<file path="src/design/lccp_pkg.sv">
// Package for the lattice coefficient compressor and packer.
// Holds the request and result types, the rounding constants and the register map.
// No dependencies.
package lccp_pkg;

   localparam int NUM_LANES = 8;
   localparam int COEFF_WIDTH = 16;
   localparam int QUOT_WIDTH = 11;
   localparam int OPERAND_WIDTH = 28;
   localparam int RECIP_WIDTH = 29;
   localparam int PRODUCT_WIDTH = OPERAND_WIDTH + RECIP_WIDTH;
   localparam int RECIP_SHIFT = 40;
   localparam int WIDE_PACK_BITS = NUM_LANES * 11;
   localparam int NARROW_PACK_BITS = NUM_LANES * 10;
   localparam int CSR_ADDR_WIDTH = 3;

   localparam logic [COEFF_WIDTH-1:0] MODULUS = 16'd3329;
   localparam logic [OPERAND_WIDTH-1:0] HALF_MODULUS = 28'd1664;
   localparam logic [RECIP_WIDTH-1:0] RECIP = 29'd330282857;

   localparam logic [3:0] WIDE_BITS = 4'd11;
   localparam logic [3:0] NARROW_BITS = 4'd10;
   localparam logic [3:0] COEFF_BITS_RESET = 4'd10;

   typedef enum logic {
      CSR_COEFF_BITS = 1'b0,
      CSR_UNUSED = 1'b1
   } csr_index_type;

   typedef struct packed {
      logic signed [15:0] coeff_0;
      logic signed [15:0] coeff_1;
      logic signed [15:0] coeff_2;
      logic signed [15:0] coeff_3;
      logic signed [15:0] coeff_4;
      logic signed [15:0] coeff_5;
      logic signed [15:0] coeff_6;
      logic signed [15:0] coeff_7;
   } req_type;

   typedef struct packed {
      logic [63:0] packed_low;
      logic [23:0] packed_high;
      logic [3:0] byte_count;
   } rsp_type;

   typedef struct packed {
      logic valid;
      logic wide;
   } ctrl_type;

endpackage

</file>
<file path="src/design/lccp_lane.sv">
// One compression lane: conditional modulus add, scaling and rounding divide by q.
// The divide is a registered multiply by a fixed reciprocal. Depends on lccp_pkg.
module lccp_lane (
   input  logic clock,
   input  logic signed [lccp_pkg::COEFF_WIDTH-1:0] coeff,
   input  logic wide,
   output logic [lccp_pkg::QUOT_WIDTH-1:0] quot
);

   logic [lccp_pkg::COEFF_WIDTH-1:0] value;
   logic [lccp_pkg::OPERAND_WIDTH-1:0] scaled;
   logic [lccp_pkg::OPERAND_WIDTH-1:0] operand_ff;
   logic [lccp_pkg::OPERAND_WIDTH-1:0] operand_in;
   logic [lccp_pkg::PRODUCT_WIDTH-1:0] product_ff;
   logic [lccp_pkg::PRODUCT_WIDTH-1:0] product_in;

   always_comb begin
      value = coeff[lccp_pkg::COEFF_WIDTH-1] ?
              lccp_pkg::COEFF_WIDTH'(coeff + lccp_pkg::MODULUS) : coeff;
      if (wide) begin
         scaled = {1'b0, value, 11'b0};
      end else begin
         scaled = {2'b0, value, 10'b0};
      end
      operand_in = scaled + lccp_pkg::HALF_MODULUS;
      product_in = lccp_pkg::PRODUCT_WIDTH'(operand_ff) * lccp_pkg::PRODUCT_WIDTH'(lccp_pkg::RECIP);
   end

   always_ff @(posedge clock) begin
      operand_ff <= operand_in;
      product_ff <= product_in;
   end

   assign quot = product_ff[lccp_pkg::RECIP_SHIFT +: lccp_pkg::QUOT_WIDTH];

endmodule

</file>
<file path="src/design/lccp_merge.sv">
// Merge stage: packs the eight rounded lane values bit-contiguously into the result.
// Registers the result and its strobe. Depends on lccp_pkg.
module lccp_merge (
   input  logic clock,
   input  logic reset,
   input  lccp_pkg::ctrl_type ctrl,
   input  logic [lccp_pkg::QUOT_WIDTH-1:0] quot [lccp_pkg::NUM_LANES],
   output logic rsp_valid,
   output lccp_pkg::rsp_type rsp_data
);

   logic [lccp_pkg::WIDE_PACK_BITS-1:0] wide_bits;
   logic [lccp_pkg::NARROW_PACK_BITS-1:0] narrow_bits;
   logic [lccp_pkg::WIDE_PACK_BITS-1:0] packed_bits;
   logic valid_ff;
   logic valid_in;
   lccp_pkg::rsp_type data_ff;
   lccp_pkg::rsp_type data_in;

   always_comb begin
      for (int i = 0; i < lccp_pkg::NUM_LANES; i++) begin
         wide_bits[i*11 +: 11] = quot[i];
         narrow_bits[i*10 +: 10] = quot[i][9:0];
      end
      if (ctrl.wide) begin
         packed_bits = wide_bits;
      end else begin
         packed_bits = lccp_pkg::WIDE_PACK_BITS'(narrow_bits);
      end
      data_in.packed_low = packed_bits[63:0];
      data_in.packed_high = packed_bits[87:64];
      data_in.byte_count = ctrl.wide ? lccp_pkg::WIDE_BITS : lccp_pkg::NARROW_BITS;
      valid_in = ctrl.valid;
   end

   always_ff @(posedge clock) begin
      if (reset) begin
         valid_ff <= 1'b0;
      end else begin
         valid_ff <= valid_in;
      end
   end

   always_ff @(posedge clock) begin
      data_ff <= data_in;
   end

   assign rsp_valid = valid_ff;
   assign rsp_data = data_ff;

endmodule

</file>
<file path="src/design/lattice_coeff_compress_pack.sv">
// Top level of the lattice coefficient compressor and packer.
// Holds the register port, eight lccp_lane instances and lccp_merge. Depends on lccp_pkg.
//
// Channel    Direction  Handshake                   Payload
// request    in         start high, busy low        req_data (lccp_pkg::req_type)
// result     out        rsp_valid strobe, 1 cycle   rsp_data (lccp_pkg::rsp_type)
// register   in/out     psel, penable, pwrite       paddr, pwdata, prdata
//
// One request is taken every cycle; busy is always low.
// Each result is registered through the lane operand register,
// the lane reciprocal product register and the packing register.
// Reset clears the pipeline strobes and sets coeff_bits to 10.
// The receiver cannot stall, so results are never held back.
module lattice_coeff_compress_pack (
   input  logic clock,
   input  logic reset,
   input  logic start,
   output logic busy,
   input  lccp_pkg::req_type req_data,
   output logic rsp_valid,
   output lccp_pkg::rsp_type rsp_data,
   input  logic psel,
   input  logic penable,
   input  logic pwrite,
   input  logic [lccp_pkg::CSR_ADDR_WIDTH-1:0] paddr,
   input  logic [31:0] pwdata,
   output logic [31:0] prdata,
   output logic pready
);

   logic [3:0] coeff_bits_ff;
   logic [3:0] coeff_bits_in;
   logic wide;
   logic accept;
   logic csr_write;
   lccp_pkg::csr_index_type csr_index;
   lccp_pkg::ctrl_type stage1_ff;
   lccp_pkg::ctrl_type stage1_in;
   lccp_pkg::ctrl_type stage2_ff;
   logic signed [lccp_pkg::COEFF_WIDTH-1:0] coeff [lccp_pkg::NUM_LANES];
   logic [lccp_pkg::QUOT_WIDTH-1:0] quot [lccp_pkg::NUM_LANES];

   assign busy = 1'b0;
   assign pready = 1'b1;
   assign accept = start & ~busy;
   assign wide = (coeff_bits_ff == lccp_pkg::WIDE_BITS);
   assign csr_write = psel & penable & pwrite & pready;
   assign csr_index = lccp_pkg::csr_index_type'(paddr[2]);

   always_comb begin
      coeff_bits_in = coeff_bits_ff;
      if (csr_write && csr_index == lccp_pkg::CSR_COEFF_BITS) begin
         coeff_bits_in = pwdata[3:0];
      end
      prdata = (csr_index == lccp_pkg::CSR_COEFF_BITS) ? {28'b0, coeff_bits_ff} : 32'b0;
      stage1_in.valid = accept;
      stage1_in.wide = wide;
   end

   always_ff @(posedge clock) begin
      if (reset) begin
         coeff_bits_ff <= lccp_pkg::COEFF_BITS_RESET;
         stage1_ff <= '0;
         stage2_ff <= '0;
      end else begin
         coeff_bits_ff <= coeff_bits_in;
         stage1_ff <= stage1_in;
         stage2_ff <= stage1_ff;
      end
   end

   assign coeff[0] = req_data.coeff_0;
   assign coeff[1] = req_data.coeff_1;
   assign coeff[2] = req_data.coeff_2;
   assign coeff[3] = req_data.coeff_3;
   assign coeff[4] = req_data.coeff_4;
   assign coeff[5] = req_data.coeff_5;
   assign coeff[6] = req_data.coeff_6;
   assign coeff[7] = req_data.coeff_7;

   for (genvar i = 0; i < lccp_pkg::NUM_LANES; i++) begin : g_lane
      lccp_lane u_lane (
         .clock (clock),
         .coeff (coeff[i]),
         .wide  (wide),
         .quot  (quot[i])
      );
   end

   lccp_merge u_merge (
      .clock     (clock),
      .reset     (reset),
      .ctrl      (stage2_ff),
      .quot      (quot),
      .rsp_valid (rsp_valid),
      .rsp_data  (rsp_data)
   );

endmodule
</file>
<file path="config.mk">
export PLATFORM = sky130hd
export DESIGN_NAME = lattice_coeff_compress_pack
export DESIGN_NICKNAME = d
export VERILOG_FILES = /design/src/design/lccp_pkg.sv /design/src/design/lccp_lane.sv /design/src/design/lccp_merge.sv /design/src/design/lattice_coeff_compress_pack.sv
export SDC_FILE = /design/constraint.sdc
export NUM_CORES = 2
export LEC_CHECK = 0
export BUFFER_PORTS_ARGS = -buffer_cell sky130_fd_sc_hd__buf_4
export CAP_MARGIN = 20
export CELL_PAD_IN_SITES_DETAIL_PLACEMENT = 1
export CELL_PAD_IN_SITES_GLOBAL_PLACEMENT = 1
export CORE_MARGIN = 2
export CORE_UTILIZATION = 30
export DETAILED_ROUTE_END_ITERATION = 6
export PLACE_DENSITY_LB_ADDON = 0.1
export SYNTH_ARGS = -nofsm -noshare
export SYNTH_HDL_FRONTEND = slang
export SYNTH_SLANG_ARGS = --single-unit
</file>
<file path="constraint.sdc">
create_clock -name clock -period 11.3 [get_ports clock]
set_clock_uncertainty 0.1 [all_clocks]
set_input_delay 2.26 -clock clock [delete_from_list [all_inputs] [get_ports clock]]
set_output_delay 2.26 -clock clock [all_outputs]
set_load 0.03 [all_outputs]
</file>
== After elaboration in Yosys (flattened, before gate mapping) ==
Index checks and enable logic that the tools add are counted.

* Flip-flop bits (word level): 733
* Output and inout bits: 127
* Input port bits: 169
* Word-level logic and storage cells: 74

* Reductions and logical operators: 1
* Multiply operators: 8
* Bitwise operators: 3
* Add/subtract/negate cells: 16
* Equality and inequality tests: 1
* Mux-type cells: 19

{| class="wikitable"
|+ Operators by type and width
! cell !! count
|-
| multiplier 28 x 29 -> 51 bit (second input constant) || 8
|-
| adder 27 x 11 -> 28 bit (second input constant) || 8
|-
| 2-to-1 mux 27 bit || 8
|-
| adder 16 x 12 -> 16 bit (second input constant) || 8
|-
| 2-to-1 mux 16 bit || 8
|-
| 2-to-1 mux 80 bit || 1
|-
| equality test 4 bit (second input constant) || 1
|-
| 2-to-1 mux 4 bit || 1
|-
| bitwise AND 1 bit || 2
|-
| logical AND 1 bit || 1
|-
| 2-to-1 mux 1 bit || 1
|-
| NOT 1 bit || 1
|}

== Depth between registers and ports, before layout ==
* Depth after elaboration: 4
* Depth in mapped cells: 23
* Depth with buffers taken out: 23

== Modules after synthesis ==
A second synthesis with hierarchy kept.

* Cell total of the unflattened synthesis: 8832
* Area total of the unflattened synthesis: 88637.5 sq um

{| class="wikitable"
|+ By module, submodules not included
! module !! seq. area each (sq um) !! times used !! cells an instance !! area an instance (sq um)
|-
| lccp_lane (g_lane[0].u_lane ...) || 580.6 || 3 || 1054 || 10518.8
|-
| lccp_lane (g_lane[4].u_lane ...) || 580.6 || 2 || 1081 || 10747.8
|-
| lccp_lane (g_lane[7].u_lane) || 580.6 || 1 || 1145 || 11160.7
|-
| lccp_lane (g_lane[6].u_lane) || 580.6 || 1 || 1116 || 10871.7
|-
| lccp_lane (g_lane[3].u_lane) || 580.6 || 1 || 1000 || 10156.0
|-
| lccp_merge || 1801.7 || 1 || 183 || 2829.0
|-
| lattice_coeff_compress_pack || 160.2 || 1 || 64 || 568.0
|}

== Worst setup path before layout ==
OpenSTA, ideal clock, no wires.

* Path kind: register -> register
* From: register g_lane[0].u_lane.operand_ff[16] in the netlist's numbering
* To: register g_lane[0].u_lane.product_ff[47] in the netlist's numbering
* Setup slack: 4792 ps
* Stages on the path, launching flop included: 21
* Buffers on the path: 0
* Setup time: 106 ps
* Clock period less this slack: 6508 ps
* Arrival: 6302 ps
* Data required time: 11094 ps
* Path through: dfxtp_1 > fa_1 > inv_1 > fa_1 > inv_1 > fa_1 > fa_1 > fa_1 > fa_1 > inv_1 > fa_1 > inv_1 > ha_1 > a21o_1 > a211o_1 > o2111ai_1 > o211ai_1 > o21a_1 > o41ai_2 > or4b_2 > o311ai_0

* Cells in the longest elaborated chain, start to end: 1

{| class="wikitable"
|+ RTL lines
! element !! RTL line !! source
|-
| start, declared || lccp_lane.sv:12 || <nowiki>logic [lccp_pkg::OPERAND_WIDTH-1:0] operand_ff;</nowiki>
|-
| start signal, assigned || lccp_lane.sv:30 || <nowiki>operand_ff <= operand_in;</nowiki>
|-
| multiplier 28 x 29 -> 51 bit || lccp_lane.sv:26 || <nowiki>product_in = lccp_pkg::PRODUCT_WIDTH'(operand_ff) * lccp_pkg::PRODUCT_WIDTH'(lccp_pkg::RECIP);</nowiki>
|-
| named net g_lane[0].u_lane.product_in (one bit) || lccp_lane.sv:15 || <nowiki>logic [lccp_pkg::PRODUCT_WIDTH-1:0] product_in;</nowiki>
|-
| end signal, assigned || lccp_lane.sv:31 || <nowiki>product_ff <= product_in;</nowiki>
|-
| end, declared || lccp_lane.sv:14 || <nowiki>logic [lccp_pkg::PRODUCT_WIDTH-1:0] product_ff;</nowiki>
|}

The timed path passes the listed nets, and every way through them passes these cells.
A chain may end at the register's enable or synchronous reset.

== Worst setup path after layout ==
* From: register g_lane[7].u_lane.operand_ff[21] in the netlist's numbering
* To: register g_lane[7].u_lane.product_ff[48] in the netlist's numbering

* Cells in the longest elaborated chain, start to end: 1

{| class="wikitable"
|+ RTL lines
! element !! RTL line
|-
| start, declared || lccp_lane.sv:12
|-
| start signal, assigned || lccp_lane.sv:30
|-
| multiplier 28 x 29 -> 51 bit || lccp_lane.sv:26
|-
| named net g_lane[7].u_lane.product_in (one bit) || lccp_lane.sv:15
|-
| end signal, assigned || lccp_lane.sv:31
|-
| end, declared || lccp_lane.sv:14
|}

The timed path passes the listed nets, and every way through them passes these cells.

==> summary.md <==
| Metric | Value |
|---|---|
| Arrival time worst endpoint | 8.54 ns |
| CP endpoint kind | register |
| Clk sinks | 330 |
| Worst skew pair latency | 0.70 ns |
| Vias | 56,660 |
| Worst hold-check path type | reg2reg |
| Leading cell type in the layout, fill and taps excluded | inv_1 |
| MaxCap Viol Count | 0 |
| Synthesis-to-layout area growth | 9.308% |
| # DRC | 0 |
| Layout cells sized above 1 | 5.264% |
| Synthesized area per cell | 10.05 um^2 |
| First-pass GRT wire length | 409.0 mm |
| Fraction of registers with async set/reset | 0% |
| Initial antenna violation count | 54 |
| Worst R2R Path Depth | 21 |
| Final Hold Fails | 0 |
| Synth Instances | 8,468 |
| Num CTS Buffers | 51 |
| CP Cell Sequence | fa_1, inv_1, fa_1, inv_1, fa_1, fa_1, fa_1, fa_1, inv_1, fa_1, inv_1, ha_1, nand4_1, nor4b_1, a2111oi_0, o311ai_0, a221oi_1, o2111ai_1, nand2_1, o21ai_0, a211oi_1 |
| EDFF count, synth | 0 |
| R2r setup slk | 3.24 ns |
| Synth warn | 0 |
| 1st-pass router iterations | 5 |
| Kind of critical path | reg2reg |
| Critical Path Slowest Stage Cell | a221oi_1 |
| Initial Util | 30.14% |
| Max incr delay on CP | 0.81 ns |
| Finish-stage setup viols | 0 |
| Die height | 536.5 um |
| Run status | finished, final reports clean |
| Largest net degree at the start of global routing | 76 |
| H-tree depth | 2 |
| Antenna Nets Post-Route | 0 |
| Reg-to-reg startpoint | g_lane[7].u_lane.operand_ff[21] |
| Clock slew at reported path FFs | 0.06 ns |
| # nets final | 12,080 |
| Total track usage | 18.98% |
| Most frequent cells in the layout | inv_1, fa_1, ha_1 |
| Critical Path Sink | g_lane[7].u_lane.product_ff[48] |
| Clock tree buffer depth | 3 |
| Total Die Area | 287,900 um^2 |
| Worst Path Max Fanout | 7 |
| Crit start category | register |
| Mapped Area | 85,080 um^2 |
| CTS tree | done |
| Max-slew violations | 0 |
| Crit. path cell count | 21 |
| RSZ-0062 raised after global routing | no |
| Top cell by count, worst path | fa_1 |
| First DRT Iteration DRCs | 1,971 |
| Crit Reg-Reg Endpoint | g_lane[7].u_lane.product_ff[48] |
| Drt via density | 4.535 |
| Post-route minimum period | 8.059 ns |
| WL/cell | 21.24 um |
| Seq/Total Area, Yosys | 7.765% |
| Die Span X | 536.5 um |
| Yosys cell types | 95 |
| Worst Path Required | 11.78 ns |
| Root buffer cell | clkbuf_16 |
| Slew @ Worst Pin | 0.9978 ns |
| Std cell rows | 195 |
| CTS Hold Bufs | 0 |
| Vias in the first global route | 65,780 |
| Port Buffers | 232 |
| Crit path max-delay family | adder cells |
| Crit path launch | g_lane[7].u_lane.operand_ff[21] |
| Maximum clock rate | 124.1 MHz |
| Grt ovf | 0 |
| Placer Congestion | 0.8725 |
| Setup bufs post-CTS | 0 |
| Hold WS | 0.2245 ns |
| Tcrit/Tclk final | 71.32% |
| Final HPWL DP | 240.0 mm |
| Final WL | 265.3 mm |
| CTS resizes | 0 |
| Setup_tns | 0 ns |
| Synth Register Bits | 330 |
| Worst relative slew slack | 32.91% |
| Synth Flop Type | dfxtp_1 |
| Core Region | 282,300 um^2 |
| CP Buf/Inv Count | 4 |
| I/O pins | 296 |
-- worst min path at each step --
stage                                    startpoint              endpoint  slack [ns]  depth (start not counted)
finish              g_lane[0].u_lane.product_ff[40]  u_merge.rsp_data[28]        0.22                          0
global route        g_lane[0].u_lane.product_ff[40]  u_merge.rsp_data[28]        0.23                          0
CTS                 g_lane[0].u_lane.product_ff[40]  u_merge.rsp_data[28]        0.23                          0
detailed placement  g_lane[0].u_lane.product_ff[40]  u_merge.rsp_data[28]        0.22                          0
global placement    g_lane[0].u_lane.product_ff[48]  u_merge.rsp_data[36]        0.22                          0
floorplan           g_lane[0].u_lane.product_ff[40]  u_merge.rsp_data[28]        0.21                          0
-- worst register-to-register path: stages (launching register included) --
cell	delay, ns
dfxtp_1	0.77
fa_1	0.61
inv_1	0.17
fa_1	0.43
inv_1	0.15
fa_1	0.48
fa_1	0.52
fa_1	0.43
fa_1	0.49
inv_1	0.05
fa_1	0.50
inv_1	0.05
ha_1	0.30
nand4_1	0.12
nor4b_1	0.08
a2111oi_0	0.44
o311ai_0	0.21
a221oi_1	0.81
o2111ai_1	0.48
nand2_1	0.29
o21ai_0	0.18
a211oi_1	0.29
-- synth_stat cells, drive strengths merged, types with 32 or more instances --
master	instances	share of area, %
nand4	71	0.52
a21o	101	0.89
o21ai	135	0.79
nand3	90	0.55
o211ai	32	0.28
fa	1776	42
and2	40	0.29
inv	2592	11
mux2	81	1.1
a21oi	247	1.5
a211oi	37	0.35
nor2	226	1.0
ha	1456	21
nand2	209	0.92
clkbuf	60	0.26
nor3	66	0.39
dfxtp	330	7.8
xor2	121	1.2
buf	68	0.52
and3	36	0.26
xnor2	217	2.2
-- state kept, by name, indices dropped and copies added, names as in the netlist --
name                      count
g_lane.u_lane.product_ff     88
stage2_ff                     2
stage1_ff                     2
u_merge.rsp_data             89
u_merge.rsp_valid             1
g_lane.u_lane.operand_ff    144
coeff_bits_ff                 4
-- cells by family after synthesis --
group                    Yosys count  share of synthesized area, %
adder cells (fa/ha/maj)         3232                         63.20
buffers and inverters           2721                         12.24
AND/OR/NAND/NOR                  898                         5.330
AO/OA/AOI/OAI                    836                         6.551
XOR/XNOR                         338                         3.480
flip-flops                       330                         7.765
multiplexers                     111                         1.425
other                              2                      0.008827
-- stage by stage --
step	setup WS, ns	cell area [um^2]	cells	util [%]
6_report	3.241	92990	12490	32.94
5_1_grt	2.868	92960	12480	32.93
4_1_cts	3.151	92920	12460	32.92
3_5_place_dp	3.237	91110	12370	32.27
3_3_place_gp	3.152	91110	12370	32.27
2_1_floorplan	4.792	85220	8507	-
-- routing by layer --
metal | vias to the layer above | part of all wire [%] | track usage [%]
li1 | 26590 | - | -
met1 | 29180 | 46 | 25.46
met2 | 654 | 48 | 32.16
met3 | 223 | 3.0 | 2.138
met4 | 4 | 2.7 | 5.387
met5 | - | 0.011 | 0
-- area by class of cell --
cell class / count / area (um^2)
diodes: 30 / 75.07
clock buffers: 61 / 1384
clock inverters: 33 / 426.7
fillers: 32000 / 189300
inverters: 2592 / 9729
multi-input cells: 5456 / 68220
flip-flops and latches: 330 / 6610
well taps: 3743 / 4683
repair buffers: 247 / 1867
Power is not shown: default switching activity piles up to over one toggle a cycle in this logic, so the estimate is an artifact.
